`src/design/assert_macros.svh`:
```
// assertion macros for the notification block rtl, included by the datapath
`ifndef ASSERT_MACROS_SVH
`define ASSERT_MACROS_SVH
`ifndef SYNTH
`define NTFQ_ASSERT(label, clk, rst_n, prop, msg) \
    label: assert property (@(posedge clk) disable iff (!rst_n) (prop)) else $error(msg);
`define NTFQ_ASSERT_IMPL(label, clk, rst_n, ante, cons, msg) \
    label: assert property (@(posedge clk) disable iff (!rst_n) (ante) |-> (cons)) \
        else $error(msg);
`else
`define NTFQ_ASSERT(label, clk, rst_n, prop, msg)
`define NTFQ_ASSERT_IMPL(label, clk, rst_n, ante, cons, msg)
`endif
`endif

```
`src/design/ntfq_pkg.sv`:
```
// types and constants for the notification word with wait queue
`timescale 1ns / 1ps

package ntfq_pkg;

    localparam int MAX_WAITERS_DEF = 16;
    localparam int WORD_W          = 32;
    localparam int TID_W           = 16;
    localparam int S_TDATA_W       = 48;
    localparam int S_TUSER_W       = 2;
    // fixed output fields: success, woken, delivered, full, pending, idle
    localparam int OUT_FIXED_W     = 1 + TID_W + WORD_W + 1 + WORD_W + 1;

    typedef enum logic [1:0] {
        OP_SIGNAL = 2'd0,
        OP_WAIT   = 2'd1,
        OP_POLL   = 2'd2,
        OP_CANCEL = 2'd3
    } op_t;

    typedef struct packed {
        logic accept;
        logic exec_commit;
        logic scan_step;
        logic cancel_commit;
    } cmd_t;

    typedef struct packed {
        logic op_cancel;
        logic scan_done;
        logic out_free;
    } sts_t;

endpackage

```
`src/design/ntfq_ctrl.sv`:
```
// controller state machine for the notification block
`timescale 1ns / 1ps

module ntfq_ctrl (
    input  logic          aclk,
    input  logic          aresetn,
    input  logic          s_tvalid,
    output logic          s_tready,
    input  ntfq_pkg::sts_t sts,
    output ntfq_pkg::cmd_t cmd
);

    typedef enum logic [1:0] {
        ST_IDLE,
        ST_EXEC,
        ST_SCAN
    } state_t;

    state_t state_reg;
    state_t state_next;

    always_comb begin
        state_next        = state_reg;
        cmd               = '0;
        s_tready          = 1'b0;
        case (state_reg)
            ST_IDLE: begin
                s_tready = 1'b1;
                if (s_tvalid) begin
                    cmd.accept = 1'b1;
                    state_next = sts.op_cancel ? ST_SCAN : ST_EXEC;
                end
            end
            ST_EXEC: begin
                if (sts.out_free) begin
                    cmd.exec_commit = 1'b1;
                    state_next      = ST_IDLE;
                end
            end
            ST_SCAN: begin
                if (!sts.scan_done) begin
                    cmd.scan_step = 1'b1;
                end else if (sts.out_free) begin
                    cmd.cancel_commit = 1'b1;
                    state_next        = ST_IDLE;
                end
            end
            default: begin
                state_next = ST_IDLE;
            end
        endcase
    end

    always_ff @(posedge aclk) begin
        if (!aresetn) begin
            state_reg <= ST_IDLE;
        end else begin
            state_reg <= state_next;
        end
    end

endmodule

```
`src/design/ntfq_dp.sv`:
```
// datapath: pending word, waiter queue memory and result register
`timescale 1ns / 1ps
`include "assert_macros.svh"

module ntfq_dp #(
    parameter int MAX_WAITERS = ntfq_pkg::MAX_WAITERS_DEF,
    parameter int PTR_W       = (MAX_WAITERS > 1) ? $clog2(MAX_WAITERS) : 1,
    parameter int CNT_W       = $clog2(MAX_WAITERS + 1),
    parameter int M_TDATA_W   = ((ntfq_pkg::OUT_FIXED_W + CNT_W + 7) / 8) * 8
) (
    input  logic                            aclk,
    input  logic                            aresetn,
    input  ntfq_pkg::cmd_t                  cmd,
    output ntfq_pkg::sts_t                  sts,
    input  logic [ntfq_pkg::S_TDATA_W-1:0]  s_tdata,
    input  logic [ntfq_pkg::S_TUSER_W-1:0]  s_tuser,
    output logic                            m_tvalid,
    input  logic                            m_tready,
    output logic [M_TDATA_W-1:0]            m_tdata
);

    localparam int WORD_W = ntfq_pkg::WORD_W;
    localparam int TID_W  = ntfq_pkg::TID_W;
    localparam int OUT_W  = ntfq_pkg::OUT_FIXED_W + CNT_W;

    function automatic logic [PTR_W-1:0] wrap_add(input logic [PTR_W-1:0] base,
                                                  input logic [CNT_W-1:0] ofs);
        logic [CNT_W:0] sum;
        sum = (CNT_W + 1)'(base) + (CNT_W + 1)'(ofs);
        if (sum >= (CNT_W + 1)'(MAX_WAITERS)) begin
            sum = sum - (CNT_W + 1)'(MAX_WAITERS);
        end
        return PTR_W'(sum);
    endfunction

    logic [TID_W-1:0]  mem [MAX_WAITERS];
    logic [TID_W-1:0]  rdata_reg;

    ntfq_pkg::op_t     op_reg;
    logic [WORD_W-1:0] bits_reg;
    logic [TID_W-1:0]  tid_reg;

    logic [WORD_W-1:0] word_reg,     word_next;
    logic [PTR_W-1:0]  rd_ptr_reg,   rd_ptr_next;
    logic [PTR_W-1:0]  wr_ptr_reg,   wr_ptr_next;
    logic [CNT_W-1:0]  total_reg,    total_next;
    logic              idle_reg,     idle_next;
    logic [CNT_W-1:0]  scan_idx_reg, scan_idx_next;
    logic [CNT_W-1:0]  keep_cnt_reg, keep_cnt_next;

    logic              out_valid_reg;
    logic [OUT_W-1:0]  out_data_reg;

    logic              mem_we;
    logic [PTR_W-1:0]  mem_waddr;
    logic [TID_W-1:0]  mem_wdata;
    logic [PTR_W-1:0]  mem_raddr;

    logic              res_success;
    logic [TID_W-1:0]  res_woken;
    logic [WORD_W-1:0] res_delivered;
    logic              res_full;
    logic [WORD_W-1:0] word_or;

    assign sts.op_cancel = (ntfq_pkg::op_t'(s_tuser) == ntfq_pkg::OP_CANCEL);
    assign sts.scan_done = (scan_idx_reg == total_reg);
    assign sts.out_free  = !out_valid_reg || m_tready;

    assign word_or   = word_reg | bits_reg;
    assign mem_raddr = wrap_add(rd_ptr_reg, scan_idx_next);

    always_comb begin
        word_next     = word_reg;
        rd_ptr_next   = rd_ptr_reg;
        wr_ptr_next   = wr_ptr_reg;
        total_next    = total_reg;
        idle_next     = idle_reg;
        scan_idx_next = scan_idx_reg;
        keep_cnt_next = keep_cnt_reg;
        mem_we        = 1'b0;
        mem_waddr     = wr_ptr_reg;
        mem_wdata     = tid_reg;
        res_success   = 1'b0;
        res_woken     = '0;
        res_delivered = '0;
        res_full      = 1'b0;

        if (cmd.accept) begin
            keep_cnt_next = '0;
        end

        if (cmd.exec_commit) begin
            case (op_reg)
                ntfq_pkg::OP_SIGNAL: begin
                    if (total_reg != '0) begin
                        res_success   = 1'b1;
                        res_woken     = rdata_reg;
                        res_delivered = word_or;
                        word_next     = '0;
                        rd_ptr_next   = wrap_add(rd_ptr_reg, CNT_W'(1));
                        total_next    = total_reg - CNT_W'(1);
                        if (total_reg == CNT_W'(1)) begin
                            idle_next = 1'b1;
                        end
                    end else begin
                        word_next = word_or;
                    end
                end
                ntfq_pkg::OP_WAIT: begin
                    if (word_reg != '0) begin
                        res_success   = 1'b1;
                        res_delivered = word_reg;
                        word_next     = '0;
                    end else begin
                        idle_next = 1'b0;
                        if (total_reg == CNT_W'(MAX_WAITERS)) begin
                            res_full = 1'b1;
                        end else begin
                            mem_we      = 1'b1;
                            wr_ptr_next = wrap_add(wr_ptr_reg, CNT_W'(1));
                            total_next  = total_reg + CNT_W'(1);
                        end
                    end
                end
                ntfq_pkg::OP_POLL: begin
                    if (word_reg != '0) begin
                        res_success   = 1'b1;
                        res_delivered = word_reg;
                        word_next     = '0;
                    end
                end
                default: begin
                end
            endcase
        end

        // survivors are packed behind the read pointer in queue order
        if (cmd.scan_step) begin
            scan_idx_next = scan_idx_reg + CNT_W'(1);
            if (rdata_reg != tid_reg) begin
                mem_we        = 1'b1;
                mem_waddr     = wrap_add(rd_ptr_reg, keep_cnt_reg);
                mem_wdata     = rdata_reg;
                keep_cnt_next = keep_cnt_reg + CNT_W'(1);
            end
        end

        if (cmd.cancel_commit) begin
            scan_idx_next = '0;
            keep_cnt_next = '0;
            total_next    = keep_cnt_reg;
            wr_ptr_next   = wrap_add(rd_ptr_reg, keep_cnt_reg);
            if (keep_cnt_reg == '0) begin
                idle_next = 1'b1;
            end
        end
    end

    always_ff @(posedge aclk) begin
        if (mem_we) begin
            mem[mem_waddr] <= mem_wdata;
        end
        rdata_reg <= mem[mem_raddr];
    end

    always_ff @(posedge aclk) begin
        if (cmd.accept) begin
            op_reg   <= ntfq_pkg::op_t'(s_tuser);
            bits_reg <= s_tdata[WORD_W-1:0];
            tid_reg  <= s_tdata[WORD_W +: TID_W];
        end
        if (cmd.exec_commit || cmd.cancel_commit) begin
            out_data_reg <= {idle_next, total_next, word_next, res_full,
                             res_delivered, res_woken, res_success};
        end
    end

    always_ff @(posedge aclk) begin
        if (!aresetn) begin
            word_reg      <= '0;
            rd_ptr_reg    <= '0;
            wr_ptr_reg    <= '0;
            total_reg     <= '0;
            idle_reg      <= 1'b1;
            scan_idx_reg  <= '0;
            keep_cnt_reg  <= '0;
            out_valid_reg <= 1'b0;
        end else begin
            word_reg     <= word_next;
            rd_ptr_reg   <= rd_ptr_next;
            wr_ptr_reg   <= wr_ptr_next;
            total_reg    <= total_next;
            idle_reg     <= idle_next;
            scan_idx_reg <= scan_idx_next;
            keep_cnt_reg <= keep_cnt_next;
            if (cmd.exec_commit || cmd.cancel_commit) begin
                out_valid_reg <= 1'b1;
            end else if (m_tready) begin
                out_valid_reg <= 1'b0;
            end
        end
    end

    assign m_tvalid = out_valid_reg;
    assign m_tdata  = M_TDATA_W'(out_data_reg);

    `NTFQ_ASSERT(a_total_bound, aclk, aresetn, total_reg <= CNT_W'(MAX_WAITERS), "waiter count above depth")
    `NTFQ_ASSERT(a_keep_bound, aclk, aresetn, keep_cnt_reg <= scan_idx_reg, "survivors exceed scanned entries")
    `NTFQ_ASSERT_IMPL(a_commit_free, aclk, aresetn, cmd.exec_commit || cmd.cancel_commit, sts.out_free, "result loaded over a pending item")
    `NTFQ_ASSERT(a_cmd_onehot, aclk, aresetn, $onehot0({cmd.accept, cmd.exec_commit, cmd.scan_step, cmd.cancel_commit}), "conflicting commands")
    `NTFQ_ASSERT_IMPL(a_scan_range, aclk, aresetn, cmd.scan_step, scan_idx_reg < total_reg, "scan past queue end")

endmodule

```
`src/design/notification_word_with_wait_queue.sv`:
```
// Notification word with wait queue: signal, wait, poll and cancel on one word.
// Signal, wait and poll: after accept the result is registered onto m_tvalid once the
// output slot is free. Cancel scans the N queued waiters, one waiter memory read per cycle,
// then loads its result; s_tready is high in idle only, after the last result is loaded.
// Reset clears the word, pointers and count and sets idle; queue memory is not cleared.
`timescale 1ns / 1ps

module notification_word_with_wait_queue #(
    parameter int MAX_WAITERS = ntfq_pkg::MAX_WAITERS_DEF,
    parameter int M_TDATA_W   =
        ((ntfq_pkg::OUT_FIXED_W + $clog2(MAX_WAITERS + 1) + 7) / 8) * 8
) (
    input  logic                           aclk,
    input  logic                           aresetn,
    input  logic                           s_tvalid,
    output logic                           s_tready,
    // signal_bits, thread_ident
    input  logic [ntfq_pkg::S_TDATA_W-1:0] s_tdata,
    // op
    input  logic [ntfq_pkg::S_TUSER_W-1:0] s_tuser,
    output logic                           m_tvalid,
    input  logic                           m_tready,
    // success, woken_thread, delivered_word, queue_full, pending_word, waiter_count, idle
    output logic [M_TDATA_W-1:0]           m_tdata
);

    ntfq_pkg::cmd_t cmd;
    ntfq_pkg::sts_t sts;

    ntfq_ctrl u_ctrl (
        .aclk     (aclk),
        .aresetn  (aresetn),
        .s_tvalid (s_tvalid),
        .s_tready (s_tready),
        .sts      (sts),
        .cmd      (cmd)
    );

    ntfq_dp #(
        .MAX_WAITERS (MAX_WAITERS),
        .M_TDATA_W   (M_TDATA_W)
    ) u_dp (
        .aclk     (aclk),
        .aresetn  (aresetn),
        .cmd      (cmd),
        .sts      (sts),
        .s_tdata  (s_tdata),
        .s_tuser  (s_tuser),
        .m_tvalid (m_tvalid),
        .m_tready (m_tready),
        .m_tdata  (m_tdata)
    );

endmodule
```
`config.mk`:
```
export PLATFORM = sky130hd
export DESIGN_NAME = notification_word_with_wait_queue
export DESIGN_NICKNAME = d
export VERILOG_FILES = /design/src/design/ntfq_pkg.sv /design/src/design/ntfq_ctrl.sv /design/src/design/ntfq_dp.sv /design/src/design/notification_word_with_wait_queue.sv
export VERILOG_INCLUDE_DIRS = /design/src /design/src/design
export SDC_FILE = /design/constraint.sdc
export NUM_CORES = 1
export LEC_CHECK = 0
export BUFFER_PORTS_ARGS = -buffer_cell sky130_fd_sc_hd__buf_2
export CAP_MARGIN = 40
export CORE_MARGIN = 5
export CORE_UTILIZATION = 30
export DETAILED_ROUTE_END_ITERATION = 10
export PLACE_DENSITY = 0.58
export SETUP_SLACK_MARGIN = 0.5
export SYNTH_ARGS = -nofsm -noshare
export SYNTH_HDL_FRONTEND = slang
export SYNTH_SLANG_ARGS = --single-unit
```
`constraint.sdc`:
```
create_clock -name aclk -period 7.4 [get_ports aclk]
set_input_delay 2.22 -clock aclk [delete_from_list [all_inputs] [get_ports aclk]]
set_output_delay 2.22 -clock aclk [all_outputs]
set_load 0.02 [all_outputs]
```
Yosys cells after proc, flatten, opt, wreduce, memory -nomap -nowiden
Memories as Yosys holds them, arrays and structs flattened. A register that Yosys moved wholly into a read port is not among the register bits.
Index checks and enable logic that the tools add are counted.
Word-level totals
  flip-flop bits (word level): 197
  RAM bits: 256
  output and inout bits: 90
  word-level logic and storage cells: 132
  memories: 1
Cells by class
  add/subtract/negate cells: 12
  order comparisons: 4
  equality and inequality tests: 13
  multiplexer cells: 65
  bitwise logic cells: 4
  reductions and logical operators: 17
Memories
  u_dp.mem: depth 16, bits a word 16, read ports 1, clocked after Yosys merged registers in 1, wr ports 1, line ntfq_dp.sv:36  | logic [TID_W-1:0] mem [MAX_WAITERS];
Operators by type and width (number)
  $mux 32: 5
  $pmux 32 s2: 2
  $mux 5: 10
  $mux 4: 11
  $mux 16: 2
  $or 32x32->32: 1
  $reduce_bool 32->1: 1
  $mux 1: 26
  $ne 16x16->1: 1
  $sub 4x1->4 const B: 4
  $add 5x1->5 const B: 3
  $add 4x5->6: 2
  $ge 6x5->1 const B: 2
  $add 4x1->5 const B: 2
  $ge 5x5->1 const B: 2
  $mux 2: 5
  $pmux 5 s2: 1
  $eq 2x2->1 const B: 3
  $ne 2x1->1 const B: 3
  $pmux 2 s3: 1
  $reduce_bool 2->1: 3
  $eq 5x1->1 const B: 1
  $eq 5x5->1: 1
  $eq 5x5->1 const B: 1
  15 further kinds: 22

Logic depth before layout (Yosys ltp)
Gate-level depths: netlist (run 1).
  word-level depth: 10
  depth in mapped cells: 14
  depth with buffers taken out: 11

Modules after synthesis
A second synthesis (run 1) with hierarchy kept.
Unflattened totals
  cell total of the unflattened synthesis: 1115
  area total of the unflattened synthesis: 18616.6 µm²
By module, submodules not included
  ntfq_dp: instances 1, cells an instance 1095, area each 18422.7 µm²
  ntfq_ctrl: instances 1, cells an instance 20, area each 193.9 µm²

Worst setup path after synthesis (run 1)
OpenSTA, ideal clock, no wires.
  path type: input-to-reg
  start point: input port m_tready
  end point: register u_dp.out_data_reg[0] (netlist: u_dp.m_tdata[0]), enable pin
  data arrival time: 5.013 ns
  required time: 6.951 ns
  setup slack: 1.937 ns
  stages on the path: 6
  path buffers: 2
  path through: nand2b_1 nand2_1 or3_1 clkbuf_1 clkbuf_1 nand2_1
Between the ends
  word-level cells in the longest chain between the ends: 5
  elaborated cells on any way between the ends: 6
  those cells by class: 4 x mux; 2 x reduce/logical
Ends and longest elaborated chain
  start: declaration: line notification_word_with_wait_queue.sv:22  | input logic m_tready,
  $logic_or 1x1->1 (*): line ntfq_dp.sv:67  | assign sts.out_free = !out_valid_reg || m_tready;
  $mux 1 (*): line ntfq_ctrl.sv:35, ntfq_ctrl.sv:43
  $mux 1: line ntfq_ctrl.sv:41  | if (!sts.scan_done) begin
  $mux 2: line ntfq_ctrl.sv:26  | case (state_reg)
  $logic_or 1x1->1 (*): line ntfq_dp.sv:172  | if (cmd.exec_commit || cmd.cancel_commit) begin
  end signal: assignment: line ntfq_dp.sv:173  | out_data_reg <= {idle_next, total_next, word_next, res_full,
  end: declaration: line ntfq_dp.sv:52  | logic [OUT_W-1:0] out_data_reg;
Every way passes the cells marked *; elsewhere a longest branch is shown, timed or not.
A chain may end at the register's enable or synchronous reset.

Worst setup path after layout (run 1)
  start point: input port m_tready
  end point: register u_dp.rdata_reg[4] (read register of u_dp.mem)
Between the ends
  word-level cells in the longest chain between the ends: 8
  elaborated cells on any way between the ends: 9
  those cells by class: 2 x add/sub; 1 x order compare; 5 x mux; 1 x reduce/logical
Ends and longest elaborated chain
  $logic_or 1x1->1 (*): line ntfq_dp.sv:67
  $mux 1 (*): line ntfq_ctrl.sv:43  | end else if (sts.out_free) begin
  $mux 1 (*): line ntfq_ctrl.sv:41
  $mux 2 (*): line ntfq_ctrl.sv:26
  $mux 5 (*): line ntfq_dp.sv:148  | if (cmd.cancel_commit) begin
  via u_dp.scan_idx_next[0]: line ntfq_dp.sv:48  | logic [CNT_W-1:0] scan_idx_reg, scan_idx_next;
  $add 4x5->6 (*): line ntfq_dp.sv:29  | sum = (CNT_W + 1)'(base) + (CNT_W + 1)'(ofs);
  $ge 6x5->1 / $sub 4x1->4 (equally long branches): line ntfq_dp.sv:30, ntfq_dp.sv:31
  $mux 4 (*): line ntfq_dp.sv:30  | if (sum >= (CNT_W + 1)'(MAX_WAITERS)) begin
  end: declaration: line ntfq_dp.sv:37  | logic [TID_W-1:0] rdata_reg;
Mark *: on every way through the listed nets, which the timed path passes. The rest lies on a longest branch.

==> results of run 1 <==
==> layer usage <==
metal  share of wire  global-route usage  up-vias
met5         0.00029                   0        -
met2            0.50               0.227      319
met3           0.061              0.0302       74
met1            0.41               0.163     5230
li1                -                   -     4719
met4           0.025              0.0362        2
==> cells by family (layout without fill, tap and decap cells) <==
logic type,count (synthesis),count (layout)
xor gates and xnor gates,42,42
muxes,116,116
and+or+nand+nor,293,293
AOI/OAI and AO/OA,137,137
buffers and inverters,71,269
adders and majority gates,23,23
DFF,469,469
==> stage by stage <==
step                      power (mW)  utilization
final                           6.15        0.359
after global routing            6.39        0.359
after CTS                       6.22        0.359
after detailed placement        3.75        0.333
after global placement          3.73        0.331
after floorplan                 3.53            -
==> cell usage after synthesis, drive strengths merged (4+ instances only) <==
master,count
a21oi,81
and2,22
buf,28
clkbuf,31
dfxtp,75
edfxtp,394
ha,21
inv,12
mux2i,51
mux4,64
nand2,68
nand2b,10
nand3,21
nand4,10
nor2,121
nor3,10
nor4,12
o21a,5
o21ai,9
o22ai,14
or2,5
or3,4
xnor2,16
xor2,26
==> where the power goes <==
part	switching [mW]	leakage, nW	internal, mW
Sequential	0.0636	4.24	3.03
Clock	1.02	0.787	1.44
Combinational	0.401	2.37	0.192
Total	1.49	7.39	4.66
==> layout make-up <==
| cell class | instances | area share |
|---|---|---|
| sequential | 469 | 0.604 |
| multi-input combinational | 611 | 0.229 |
| clock buffer | 55 | 0.0589 |
| timing repair buffer | 169 | 0.0461 |
| tap | 790 | 0.0448 |
| clock inverter | 33 | 0.0148 |
| inverter | 12 | 0.00204 |
==> worst max-delay path, stage by stage <==
cell                       delay [ns]
sky130_fd_sc_hd__buf_2           0.09
sky130_fd_sc_hd__nand2b_1        0.19
sky130_fd_sc_hd__nand2_1         0.09
sky130_fd_sc_hd__nor3_1          0.19
sky130_fd_sc_hd__buf_4           0.20
sky130_fd_sc_hd__nor2_1          0.09
sky130_fd_sc_hd__ha_4            0.69
sky130_fd_sc_hd__buf_12          0.36
sky130_fd_sc_hd__mux4_2          0.56
sky130_fd_sc_hd__mux2i_1         0.18
sky130_fd_sc_hd__mux2i_1         0.09
==> worst max path at each step <==
stage	end	slack, ns	cells past startpoint
2_1_floorplan	u_dp.m_tdata[0]	1.94	6
3_3_place_gp	u_dp.rdata_reg[13]	2.13	11
3_5_place_dp	u_dp.rdata_reg[4]	2.16	11
4_1_cts	u_dp.rdata_reg[15]	2.77	11
5_1_grt	u_dp.rdata_reg[15]	2.56	11
6_report	u_dp.rdata_reg[4]	2.82	11
==> cells in the final DEF (no fill, tap or decap), types with 8 or more instances in the layout <==
cell                        count
sky130_fd_sc_hd__nand2b_1      10
sky130_fd_sc_hd__clkbuf_16     50
sky130_fd_sc_hd__nand2_1       67
sky130_fd_sc_hd__xor2_1        25
sky130_fd_sc_hd__xnor2_1       13
sky130_fd_sc_hd__dfxtp_1       75
sky130_fd_sc_hd__nor4_1        12
sky130_fd_sc_hd__clkinv_2      10
sky130_fd_sc_hd__and2_1        20
sky130_fd_sc_hd__nor2_1       121
sky130_fd_sc_hd__mux2i_1       51
sky130_fd_sc_hd__nand4_1       10
sky130_fd_sc_hd__nand3_1       20
sky130_fd_sc_hd__inv_1         12
sky130_fd_sc_hd__ha_1          20
sky130_fd_sc_hd__o22ai_2        8
sky130_fd_sc_hd__buf_2        143
sky130_fd_sc_hd__mux4_2        64
sky130_fd_sc_hd__edfxtp_1     394
sky130_fd_sc_hd__a21oi_1       81
sky130_fd_sc_hd__buf_4         19
==> results.py, run 1 <==
metrics = {
    "status": {
        "run_status": "finished clean",
    },
    "synthesis": {
        "post_synth_xor_area_fraction": 0.0217,
        "synth_compound_gate_area_share": 0.0455,
        "synthCells": 1151,
        "synth_seq_area_share": 0.720,
        "synth.lib_cells_used.distinct": 60,
        "yosysWarningCount": 0,
        "synth_top_family_by_area": "multiplexers",
        "synth.area.top_cells": "sky130_fd_sc_hd__edfxtp_1 (64%), sky130_fd_sc_hd__dfxtp_1 (8.1%), sky130_fd_sc_hd__mux4_2 (7.8%)",
        "number_of_synthesized_register_bits": 469,
        "synth-simple-area-share": 0.0730,
        "synthMuxAreaShare": 0.106,
        "async_flop_share": 0,
        "post_synth.cell_area_avg_um2": 16.1,
        "syn_area_mm2": 0.0185,
        "syn-num-nets": 1228,
        "predominant_post_synthesis_flop_cell": "sky130_fd_sc_hd__edfxtp_1",
        "synth_largest_type_area_fraction": 0.639,
        "synth-edff-count": 394,
        "synth_largest_area_cell": "sky130_fd_sc_hd__edfxtp_1",
        "synth_fa_ha_area_frac": 0.0163,
    },
    "cells_and_area": {
        "finish.net_count": 1387,
        "multi_input_combinational_cell_area_mm2": 0.00506,
        "nFillCells": 5769,
        "design_area_mm2": 0.0221,
        "final_cells": 2139,
        "ff_latch_area_mm2": 0.0133,
        "antenna_cells": 0,
        "synthToLayoutAreaGrowth_pct": 19.2,
        "registers.top_by_ff_count": "u_dp.mem",
        "flip_flop_count_of_the_largest_register_all_copies_and_words_added": 256,
        "layout-drive-gt1-share": 0.263,
    },
    "power": {
        "vdd_drop_max_mv": 0.153,
        "total_leakage_power_nw": 7.39,
        "powerDensity_mw_per_mm2": 279,
    },
    "critical_path": {
        "worstPathArrival_ns": 5.02,
        "setup_slack_of_the_worst_register_to_register_path_ns": 3.46,
        "crit_required_ns": 7.84,
        "worstSetupPathType": "in2reg",
        "critical_path.reg2reg.endpoint": "u_dp.mem[9][11]",
        "cp-start-kind": "primary input",
        "crit_start": "m_tready",
        "r2r.worst_path.cells": 7,
        "worstSetupEndpointType": "flip-flop",
        "worstReg2RegStart": "u_dp.tid_reg[4]",
        "critPathMaxFanout": 36,
    },
    "place": {
        "detailed_place.area_mm2": 0.0204,
        "place.port_buffers": 143,
        "post-place-cells": 2051,
        "post_detail_place_hpwl_mm": 27.3,
        "gp_congestion": 0.775,
        "pre_cts_ws_ns": 2.16,
    },
    "global_route": {
        "grt_use_total": 0.130,
        "global_route.overflow_total": 0,
        "antenna_violations_before_repair": 1,
        "first_global_vias": 10722,
        "grt_start_max_net_pins": 65,
        "grt_first_pass_wirelength_mm": 66.9,
    },
    "sta": {
        "worst-slew-pin-transition_ns": 0.896,
        "finalSetupViolCount": 0,
        "layout_worst_path_cycle_share": 0.619,
        "final_hold_vios": 0,
        "slew_headroom": 0.402,
        "timing.clock.skew_ns": 0.0150,
        "fmax_mhz": 218,
        "pins_over_slew_limit": 0,
        "finalSetupTns_ns": 0,
        "min_period_ns": 4.58,
        "slack_of_the_critical_path_ns": 2.82,
        "setup_repair_after_global_routing_missed_its_margin": "no",
        "final.hold.worst_slack_ns": 0.511,
    },
    "clock_tree": {
        "post_cts.resized_instances": 0,
        "number_of_buffers_between_clock_root_and_the_deepest_sink": 3,
        "cts_tree": "yes",
        "clkSlewWorstSetupHoldPaths_ns": 0.06,
        "cts_root_buf": "sky130_fd_sc_hd__clkbuf_16",
        "clock_insertion_delay_worst_skew_ns": 0.58,
        "cts-buffers-inserted": 47,
        "htreeDepth": 2,
        "numClockSinks": 469,
        "cts_post_setup_buffers_inserted": 0,
        "cts_hold_buf": 0,
    },
    "route": {
        "dr.pass1.iters": 5,
        "totalWireLength_mm": 44.2,
        "detail_route.drc_violations": 0,
        "dr_total_vias": 10344,
        "detail_route.iter0.violations": 908,
        "drt.antenna.violating_nets": 0,
        "routed_via_density": 4.84,
        "avgRoutedWirePerCell_um": 20.6,
    },
    "worst_hold_path": {
        "hold_crit_start": "u_ctrl.state_reg[0]",
        "min_delay_worst_endpoint": "u_ctrl.state_reg[0]",
        "min-delay-path-class": "reg2reg",
        "min_path_cells": 2,
    },
    "floorplanning": {
        "floorplan.core_area_mm2": 0.0615,
        "design.portCount": 144,
        "die_x_extent_um": 259,
        "floorplan.die_area_mm2": 0.0668,
        "start_util": 0.301,
        "floorplan_row_count": 91,
        "die_h_um": 259,
    },
    "job": {
        "cap_viol_max_count": 0,
    },
}
No activity file was read; power rests on OpenSTA's default activity.
==> run 2, diff against run 1 <==
--- a/config.mk
+++ b/config.mk
@@ -6,12 +6,13 @@
 export SDC_FILE = /design/constraint.sdc
 export NUM_CORES = 1
 export LEC_CHECK = 0
+export ABC_AREA = 1
 export BUFFER_PORTS_ARGS = -buffer_cell sky130_fd_sc_hd__buf_2
 export CAP_MARGIN = 40
 export CORE_MARGIN = 5
 export CORE_UTILIZATION = 30
 export DETAILED_ROUTE_END_ITERATION = 10
-export PLACE_DENSITY = 0.58
+export PLACE_DENSITY = 0.59
 export SETUP_SLACK_MARGIN = 0.5
 export SYNTH_ARGS = -nofsm -noshare
 export SYNTH_HDL_FRONTEND = slang
==> constraint.sdc (replaced) <==
create_clock -name aclk -period 4.15 [get_ports aclk]
set_input_delay 1.245 -clock aclk [delete_from_list [all_inputs] [get_ports aclk]]
set_output_delay 1.245 -clock aclk [all_outputs]
set_load 0.02 [all_outputs]
==> run 2 against run 1 <==
Clock skew up 0.0010 ns. Clock power up 79%. Core utilization is essentially flat. Die area grew 2.7%. Via count grew 25%. Routed wire length rose by 11%. Sequential cell count unchanged. Synthesized cell count up 41%. Largest cell class unchanged.
==> results.py, run 2 <==
metrics = {
    "status": {
        "run_status": "finished clean",
    },
    "route": {
        "routed_via_density": 4.84,
        "dr.pass1.iters": 5,
        "dr_total_vias": 12936,
        "detail_route.drc_violations": 0,
        "avgRoutedWirePerCell_um": 18.4,
        "drt.antenna.violating_nets": 0,
        "totalWireLength_mm": 49.2,
        "detail_route.iter0.violations": 1300,
    },
    "worst_hold_path": {
        "hold_crit_start": "u_ctrl.state_reg[0]",
        "min-delay-path-class": "reg2reg",
        "min_path_cells": 2,
        "min_delay_worst_endpoint": "u_ctrl.state_reg[0]",
    },
    "cells_and_area": {
        "flip_flop_count_of_the_largest_register_all_copies_and_words_added": 256,
        "finish.net_count": 1868,
        "registers.top_by_ff_count": "u_dp.mem",
        "synthToLayoutAreaGrowth_pct": 18.8,
        "final_cells": 2675,
        "layout_commonest_cell": "sky130_fd_sc_hd__edfxtp_1",
        "layout.cells.most_common_list": "sky130_fd_sc_hd__edfxtp_1 (394), sky130_fd_sc_hd__nand2_1 (318), sky130_fd_sc_hd__a21oi_1 (215)",
        "layout-drive-gt1-share": 0.187,
    },
    "global_route": {
        "global_route.overflow_total": 0,
        "grt_first_pass_wirelength_mm": 74.1,
        "grtUsageMet1": 0.196,
        "antenna_violations_before_repair": 1,
        "first_global_vias": 12534,
        "grt_start_max_net_pins": 129,
        "grt_use_total": 0.137,
        "globalRouteMet3Util": 0.0288,
        "globalRoute.busiestLayer": "met2",
        "grtUsageMet2": 0.217,
    },
    "clock_tree": {
        "number_of_buffers_between_clock_root_and_the_deepest_sink": 3,
        "cts_hold_buf": 0,
        "clkSlewWorstSetupHoldPaths_ns": 0.06,
        "htreeDepth": 2,
        "cts-buffers-inserted": 46,
        "clock_insertion_delay_worst_skew_ns": 0.56,
        "cts_tree": "yes",
        "cts_root_buf": "sky130_fd_sc_hd__clkbuf_16",
        "numClockSinks": 469,
    },
    "floorplanning": {
        "floorplan.die_area_mm2": 0.0686,
        "die_x_extent_um": 262,
        "die_h_um": 262,
        "start_util": 0.303,
        "floorplan_row_count": 92,
        "design.portCount": 144,
        "floorplan.core_area_mm2": 0.0630,
    },
    "sta": {
        "pins_over_slew_limit": 0,
        "finalSetupViolCount": 0,
        "slack_of_the_critical_path_ns": 0.759,
        "setup_repair_after_global_routing_missed_its_margin": "no",
        "worst-slew-pin-transition_ns": 0.762,
        "fmax_mhz": 295,
        "slew_headroom": 0.491,
        "finalSetupTns_ns": 0,
        "final_hold_vios": 0,
        "min_period_ns": 3.39,
        "timing.clock.skew_ns": 0.0161,
        "layout_worst_path_cycle_share": 0.817,
    },
    "synthesis": {
        "synth.top_cells.by_count": "sky130_fd_sc_hd__edfxtp_1 (394), sky130_fd_sc_hd__nand2_1 (319), sky130_fd_sc_hd__a21oi_1 (215), sky130_fd_sc_hd__nor2_1 (131), sky130_fd_sc_hd__inv_1 (98)",
        "synth_largest_area_cell": "sky130_fd_sc_hd__edfxtp_1",
        "post_synth.cell_area_avg_um2": 11.8,
        "predominant_post_synthesis_flop_cell": "sky130_fd_sc_hd__edfxtp_1",
        "syn_area_mm2": 0.0191,
        "async_flop_share": 0,
        "synth.area.top_cells": "sky130_fd_sc_hd__edfxtp_1 (62%), sky130_fd_sc_hd__dfxtp_1 (7.9%), sky130_fd_sc_hd__nand2_1 (6.3%)",
        "synth.lib_cells_used.distinct": 38,
        "yosysWarningCount": 0,
        "synth_seq_area_share": 0.700,
        "synth_largest_type_area_fraction": 0.621,
        "synth_most_common_cell": "sky130_fd_sc_hd__edfxtp_1",
        "synth-edff-count": 394,
        "number_of_synthesized_register_bits": 469,
        "synthCells": 1621,
        "syn-num-nets": 1698,
    },
    "power": {
        "powerDensity_mw_per_mm2": 506,
        "combPwrFrac": 0.129,
        "internal_power_mw": 8.52,
        "pwr-share-seq": 0.485,
        "switching_power_as_a_share_of_total_power": 0.256,
        "vdd_drop_max_mv": 0.259,
        "switching_power_mw": 2.94,
        "total_leakage_power_nw": 8.53,
        "clock_power_share": 0.386,
    },
    "critical_path": {
        "critPathMaxFanout": 14,
        "worstSetupEndpointType": "flip-flop",
        "critical_path.reg2reg.endpoint": "u_dp.rdata_reg[6]",
        "setup_slack_of_the_worst_register_to_register_path_ns": 0.76,
        "worstPathArrival_ns": 3.89,
        "worstSetupPathType": "reg2reg",
        "r2r.worst_path.cells": 18,
        "cp-start-kind": "flip-flop",
        "worstReg2RegStart": "u_dp.total_reg[1]",
        "crit_required_ns": 4.65,
    },
    "place": {
        "post-place-cells": 2589,
        "place.port_buffers": 143,
        "pre_cts_ws_ns": 0.277,
        "gp_congestion": 0.811,
        "post_detail_place_hpwl_mm": 29.7,
    },
    "job": {
        "cap_viol_max_count": 0,
    },
}
==> run 2: layer usage <==
layer	up-vias	wire, um
li1	6067	-
met1	6318	21700
met2	475	22000
met3	76	4400
met4	0	1080
met5	-	0
==> run 2: worst max path at each step <==
stage	from	end	slack [ns]	depth (start not counted)
2_1_floorplan	m_tready	u_dp.rdata_reg[10]	0.47	13
3_3_place_gp	m_tready	u_dp.rdata_reg[6]	0.38	13
3_5_place_dp	m_tready	u_dp.rdata_reg[15]	0.28	12
4_1_cts	u_dp.total_reg[1]	u_dp.rdata_reg[10]	0.51	18
5_1_grt	u_dp.total_reg[1]	u_dp.rdata_reg[10]	0.54	18
6_report	u_dp.total_reg[1]	u_dp.rdata_reg[6]	0.76	18
==> run 2: through the flow <==
step	util	hold WS (ns)	cell area [um^2]	power (mW)
after floorplan	-	0.457	19100	6.60
after global placement	0.334	0.476	21000	7.10
after detailed placement	0.334	0.481	21000	7.13
after CTS	0.359	0.491	22600	11.6
after global routing	0.359	0.508	22600	11.9
final	0.359	0.490	22600	11.5
==> run 2: area by class of cell <==
| class | count | area, um^2 |
|---|---|---|
| diodes | 2 | 5.00 |
| flip-flops and latches | 469 | 13300 |
| repair buffers | 204 | 1240 |
| clock inverters | 34 | 404 |
| clock buffers | 50 | 1190 |
| well taps | 846 | 1060 |
| multi-input cells | 965 | 5000 |
| fillers | 6120 | 40300 |
| inverters | 105 | 395 |
==> run 2: cells by family (layout without fill, tap and decap cells) <==
kind of cell	after synthesis	in the layout	share of synthesized area
AOI/OAI and AO/OA	319	319	0.0978
xor gates and xnor gates	32	32	0.0147
adders and majority gates	23	23	0.0159
buffers and inverters	187	393	0.0396
DFF	469	469	0.700
other	0	2	0
and+or+nand+nor	591	591	0.132
==> run 2: critical path, stage by stage (launching register included) <==
cell and delay (ns):
sky130_fd_sc_hd__dfxtp_2 0.41, sky130_fd_sc_hd__inv_2 0.10, sky130_fd_sc_hd__nand2_1 0.07, sky130_fd_sc_hd__nand2_1 0.04, sky130_fd_sc_hd__nor2_1 0.12, sky130_fd_sc_hd__nand3_2 0.17, sky130_fd_sc_hd__nand2_4 0.16, sky130_fd_sc_hd__inv_2 0.10
sky130_fd_sc_hd__nor2_1 0.17, sky130_fd_sc_hd__nor3_2 0.08, sky130_fd_sc_hd__ha_4 0.17, sky130_fd_sc_hd__fa_2 0.35, sky130_fd_sc_hd__xnor2_2 0.28, sky130_fd_sc_hd__inv_2 0.18, sky130_fd_sc_hd__buf_4 0.25, sky130_fd_sc_hd__a221oi_1 0.31
sky130_fd_sc_hd__or2_2 0.17, sky130_fd_sc_hd__nand3_1 0.08, sky130_fd_sc_hd__nand2_1 0.10
==> run 2: repair_timing <==
item / CTS / global route
buffers inserted: 0 / 0
resized for setup: 1 / 7
endpoints found under the setup margin: 1 / 16
==> run 2: power groups by stage <==
stage | sequential [mW] | clock, mW | combinational [mW]
global placement | 5.65 | 0 | 1.44
detailed placement | 5.65 | 0 | 1.47
CTS | 5.56 | 4.52 | 1.49
finish | 5.56 | 4.42 | 1.48
floorplan | 5.77 | 0 | 0.837
global route | 5.58 | 4.71 | 1.64
